**config.mk**
```make
export PLATFORM = sky130hd
export DESIGN_NAME = sus_cell
export DESIGN_NICKNAME = d
export VERILOG_FILES = /design/src/design/sus_pkg.sv /design/src/design/sus_cell.sv
export SDC_FILE = /design/constraint.sdc
export NUM_CORES = 1
export LEC_CHECK = 0
export ABC_AREA = 0
export BUFFER_PORTS_ARGS = -buffer_cell sky130_fd_sc_hd__clkbuf_2
export CAP_MARGIN = 20
export CORE_ASPECT_RATIO = 1.25
export CORE_MARGIN = 10
export CORE_UTILIZATION = 45
export DETAILED_ROUTE_END_ITERATION = 12
export GPL_TIMING_DRIVEN = 0
export HOLD_SLACK_MARGIN = 0.02
export MAX_ROUTING_LAYER = met4
export PLACE_DENSITY = 0.92
export SLEW_MARGIN = 20
export SYNTH_ARGS = -nofsm -noshare
export SYNTH_HDL_FRONTEND = slang
export SYNTH_SLANG_ARGS = --single-unit
```
**constraint.sdc**
```tcl
create_clock -name clock -period 5.5 [get_ports clock]
set_clock_uncertainty 0.1 [all_clocks]
set_input_delay 0.825 -clock clock [delete_from_list [all_inputs] [get_ports clock]]
set_output_delay 0.825 -clock clock [all_outputs]
set_load 0.02 [all_outputs]
```
**src/design/sus_pkg.sv**
```systemverilog
// ----------------------------------------------------------------------------
// sus_pkg
// Shared types and codes for the sorted unique set table: request kinds,
// status codes, field widths, controller states and the cell control word.
// ----------------------------------------------------------------------------
package sus_pkg;

   // fixed field widths of the request and response words
   localparam int KIND_W   = 2;
   localparam int DATA_W   = 32;
   localparam int INDEX_W  = 6;
   localparam int STATUS_W = 3;
   localparam int COUNT_W  = 7;

   // request kinds
   localparam logic [KIND_W-1:0] KIND_INSERT = 2'd0;
   localparam logic [KIND_W-1:0] KIND_LOOKUP = 2'd1;
   localparam logic [KIND_W-1:0] KIND_REMOVE = 2'd2;
   localparam logic [KIND_W-1:0] KIND_READ   = 2'd3;

   // response status codes
   localparam logic [STATUS_W-1:0] STATUS_OK        = 3'd0;
   localparam logic [STATUS_W-1:0] STATUS_DUPLICATE = 3'd1;
   localparam logic [STATUS_W-1:0] STATUS_FULL      = 3'd2;
   localparam logic [STATUS_W-1:0] STATUS_EMPTY     = 3'd3;
   localparam logic [STATUS_W-1:0] STATUS_RANGE     = 3'd4;

   // controller states
   typedef enum logic {
      ST_IDLE,
      ST_COMMIT
   } state_type;

   // control broadcast to every cell of the chain
   typedef struct packed {
      logic capture;   // latch compare and select flags for a new word
      logic insert;    // shift right from the insert point and place the key
   } cell_ctrl_type;

endpackage

```
**src/design/sus_cell.sv**
```systemverilog
// ----------------------------------------------------------------------------
// sus_cell
// One slot of the sorted chain. Holds one entry, compares it against the
// broadcast key and hands its entry and its less-than flag to the next cell.
// ----------------------------------------------------------------------------
module sus_cell #(
   parameter int VALUE_BITS = 32,
   parameter int CNT_W      = 7,
   parameter int POSITION   = 0
) (
   input  logic                         clock,
   input  sus_pkg::cell_ctrl_type       ctrl,
   input  logic [VALUE_BITS-1:0]        key,
   input  logic [VALUE_BITS-1:0]        new_value,
   input  logic [CNT_W-1:0]             count,
   input  logic [sus_pkg::INDEX_W-1:0]  index,
   input  logic [VALUE_BITS-1:0]        left_value,
   input  logic                         left_lt,
   output logic [VALUE_BITS-1:0]        value,
   output logic                         lt,
   output logic                         eq,
   output logic [VALUE_BITS-1:0]        read_data
);
   import sus_pkg::*;

   logic [VALUE_BITS-1:0] value_ff;
   logic                  lt_ff;
   logic                  eq_ff;
   logic                  sel_ff;
   logic                  occupied;

   // slot holds a live entry when it lies below the fill count
   assign occupied = 32'(count) > POSITION;

   // compare flags, taken when a word is accepted
   always_ff @(posedge clock) begin
      if (ctrl.capture) begin
         lt_ff  <= occupied && (value_ff < key);
         eq_ff  <= occupied && (value_ff == key);
         sel_ff <= 32'(index) == POSITION;
      end
   end

   // entries at or above the insert point move one slot to the right, and the new key takes the insert point
   always_ff @(posedge clock) begin
      if (ctrl.insert && !lt_ff) begin
         value_ff <= left_lt ? new_value : left_value;
      end
   end

   assign value     = value_ff;
   assign lt        = lt_ff;
   assign eq        = eq_ff;
   assign read_data = sel_ff ? value_ff : '0;

endmodule

```
==> impl_metrics.json <==
{
  "ys_seq_elements": 35,
  "clkTransAtPathRegs_ps": 70,
  "clock.fmax_ghz": 0.414,
  "vias_per_cell": 5.04,
  "detailroute.via_count": 2404,
  "grt_first_pass_wirelength_um": 13000,
  "global_route.usage.total_pct": 18.9,
  "clock_tree_from_tritoncts": "built",
  "wl_per_cell_um": 17.9,
  "pin_count_of_the_biggest_net_entering_global_routing": 18,
  "cts_hold_repair.buffers": 0,
  "initial_core_utilization_pct": 46.2,
  "io_buffer_count": 177,
  "power_density_nw_per_um2": 196,
  "post_cts.resized_instances": 0,
  "final-setup-viol-count": 0,
  "post-route-drc-count": 0,
  "post_cts.repair.setup_buffers": 0,
  "tns_ps": 0,
  "holdCritStartpoint": "lt",
  "synth_warnings": 0,
  "tritoncts.num_buffers": 5,
  "vias_in_the_first_global_route": 2731,
  "reg2reg_to": "lt",
  "synth_cell_type_count": 29,
  "netlist_instances": 227,
  "reg2reg_from": "value[19]",
  "vdd_ir_drop_max_mv": 0.125,
  "cts-root-to-sink-buffers": 2,
  "timing.final.max_slew_violations": 0,
  "final_min_period_over_clock_period_pct": 43.9,
  "routed_wl_um": 8520,
  "drive_above_1_share_pct": 53.4,
  "crit_path_cell_trace": "clkbuf_1 > and2_1 > clkbuf_2",
  "reg2regPathDepth": 6,
  "required_ps": 4580,
  "timing_worst_setup_path_type": "reg -> out",
  "setup_repair_after_global_routing_missed_its_margin": "no",
  "grt_antenna_before_repair": 1,
  "final_common_cell": "sky130_fd_sc_hd__clkbuf_2",
  "critical_path.max_fanout": 10,
  "r2r_setup_slack_ps": 3440,
  "synthToLayoutAreaGrowth_pct": 43.3,
  "dieHeight_um": 103,
  "synth-seq-area-share_pct": 42.1,
  "synth_enable_flop_cells": 35,
  "critical_path.endpoint_type": "output port",
  "primary_ff_master_synth": "sky130_fd_sc_hd__edfxtp_1",
  "post_synth_instance_area_sq_um": 2500,
  "clock_sink_count": 35,
  "global_route.overflow_total": 0,
  "cp_num_buf_inv": 2,
  "synth-async-reset-ratio_pct": 0,
  "setup.worst_path.start": "sel_ff",
  "critical_path.startpoint_type": "register",
  "die_area_sq_um": 8950,
  "layout.filler_cells": 437,
  "max_cap_violations": 0,
  "ioPinCount": 179,
  "run_status": "completed",
  "crit_family": "buffers and inverters",
  "core_area_sq_um": 5410,
  "hold_ws_ps": 668,
  "final_critical_period_ps": 2410,
  "commonest_cells_after_routing_fill_and_taps_aside": "177 x sky130_fd_sc_hd__clkbuf_2, 35 x sky130_fd_sc_hd__edfxtp_1, 33 x sky130_fd_sc_hd__inv_1",
  "core.rowCount": 30,
  "hpwl_um": 7540,
  "total_leakage_power_nw": 1.89,
  "nets_final": 557,
  "gp_congestion": 0.846,
  "die_w_um": 86.6,
  "timing.hold.worst.class": "reg -> reg",
  "antenna_violating_nets_post_route": 0,
  "hold_viol": 0,
  "detailedRoute.firstIterationViolations": 48,
  "clk_latency_ps": 290,
  "max_slew.worst_pin.slew_ps": 593,
  "timing.slew.headroom_pct": 60.4,
  "post_synth.cell_area_avg_sq_um": 11.0,
  "worst-endpoint-arrival_ps": 1490,
  "drtPass1Iterations": 4,
  "hold_endpoint": "value[17]",
  "clock_tree.root_cell": "sky130_fd_sc_hd__clkbuf_8",
  "worst_hold_path.num_cells": 1,
  "cpPeakStageDelay_ps": 470,
  "synthesis.nets": 372,
  "cts-htree-levels": 2,
  "crit_slowest_cell": "sky130_fd_sc_hd__edfxtp_1"
}
-- logic make-up (layout without fill, tap and decap cells) --
group                    count (synthesis)  after routing  synth area share, %
flip-flops                              35             35                 42.1
other                                    0              1                    0
multiplexers                            32             32                 14.4
AO/OA/AOI/OAI                           24             24                 5.61
AND/OR/NAND/NOR                         64             64                 15.7
adder cells (fa/ha/maj)                 32             32                 16.0
buffers and inverters                   40            225                 6.16
-- cells in the mapped netlist, types with 2 or more instances --
master	number	area (sq um)
sky130_fd_sc_hd__a21oi_1	13	65.1
sky130_fd_sc_hd__nand2_1	10	37.5
sky130_fd_sc_hd__nor3_1	2	10.0
sky130_fd_sc_hd__buf_2	3	15.0
sky130_fd_sc_hd__o21ai_0	5	25.0
sky130_fd_sc_hd__mux2_1	2	22.5
sky130_fd_sc_hd__nand3_1	2	10.0
sky130_fd_sc_hd__and2_1	32	200
sky130_fd_sc_hd__nor2_1	3	11.3
sky130_fd_sc_hd__ha_1	32	400
sky130_fd_sc_hd__mux2_2	30	338
sky130_fd_sc_hd__inv_1	33	124
sky130_fd_sc_hd__clkbuf_1	4	15.0
sky130_fd_sc_hd__a21o_1	2	15.0
sky130_fd_sc_hd__nand4_1	3	18.8
sky130_fd_sc_hd__and4_1	3	26.3
sky130_fd_sc_hd__nor2b_1	2	12.5
sky130_fd_sc_hd__edfxtp_1	35	1050
-- metrics by stage --
stage	instances	worst slack [ps]	cell area, sq um	power, mW	utilization (%)
4_1_cts	476	3070	3580	0.708	66.2
6_report	477	3090	3580	0.701	66.2
5_1_grt	477	2990	3580	0.741	66.2
3_3_place_gp	468	1920	3460	0.521	64.1
3_5_place_dp	469	2910	3500	0.534	64.7
2_1_floorplan	227	2700	2500	0.440	-
-- state kept, by name, indices dropped and copies added, names as in the netlist --
register,flops
eq,1
value,32
lt,1
sel_ff,1
-- power breakdown --
group	internal (mW)	switching (mW)	total [mW]
Sequential	0.314	0.0124	0.326
Combinational	0.0938	0.107	0.200
Clock	0.0842	0.0900	0.174
Total	0.492	0.209	0.701
-- area by class of cell --
class / count / area, sq um / area share (%)
clock buffer: 5 / 68.8 / 1.92
sequential: 35 / 1050 / 29.4
inverter: 33 / 124 / 3.46
antenna: 1 / 2.50 / 0.0699
tap: 64 / 80.1 / 2.24
clock inverter: 2 / 8.76 / 0.245
multi-input combinational: 152 / 1300 / 36.3
buffer: 7 / 30.0 / 0.839
timing repair buffer: 178 / 913 / 25.5
-- per-layer routing --
| layer | up-vias | GRT usage, % | share of wire [%] |
|---|---|---|---|
| met5 | - | - | 0 |
| met4 | 0 | 7.62 | 2.4 |
| met3 | 17 | 5.72 | 8.7 |
| met2 | 116 | 35.0 | 55 |
| met1 | 1102 | 17.7 | 34 |
| li1 | 1169 | - | - |
-- how the worst max path moves through the flow --
stage                    end  slack [ps]  cells after the start
2_1_floorplan       value[0]        2700                      1
3_3_place_gp       value[26]        1920                      2
3_5_place_dp              lt        2910                      8
4_1_cts        read_data[14]        3070                      3
5_1_grt        read_data[15]        2990                      3
6_report       read_data[14]        3090                      3
No activity file was read; power rests on OpenSTA's default activity.
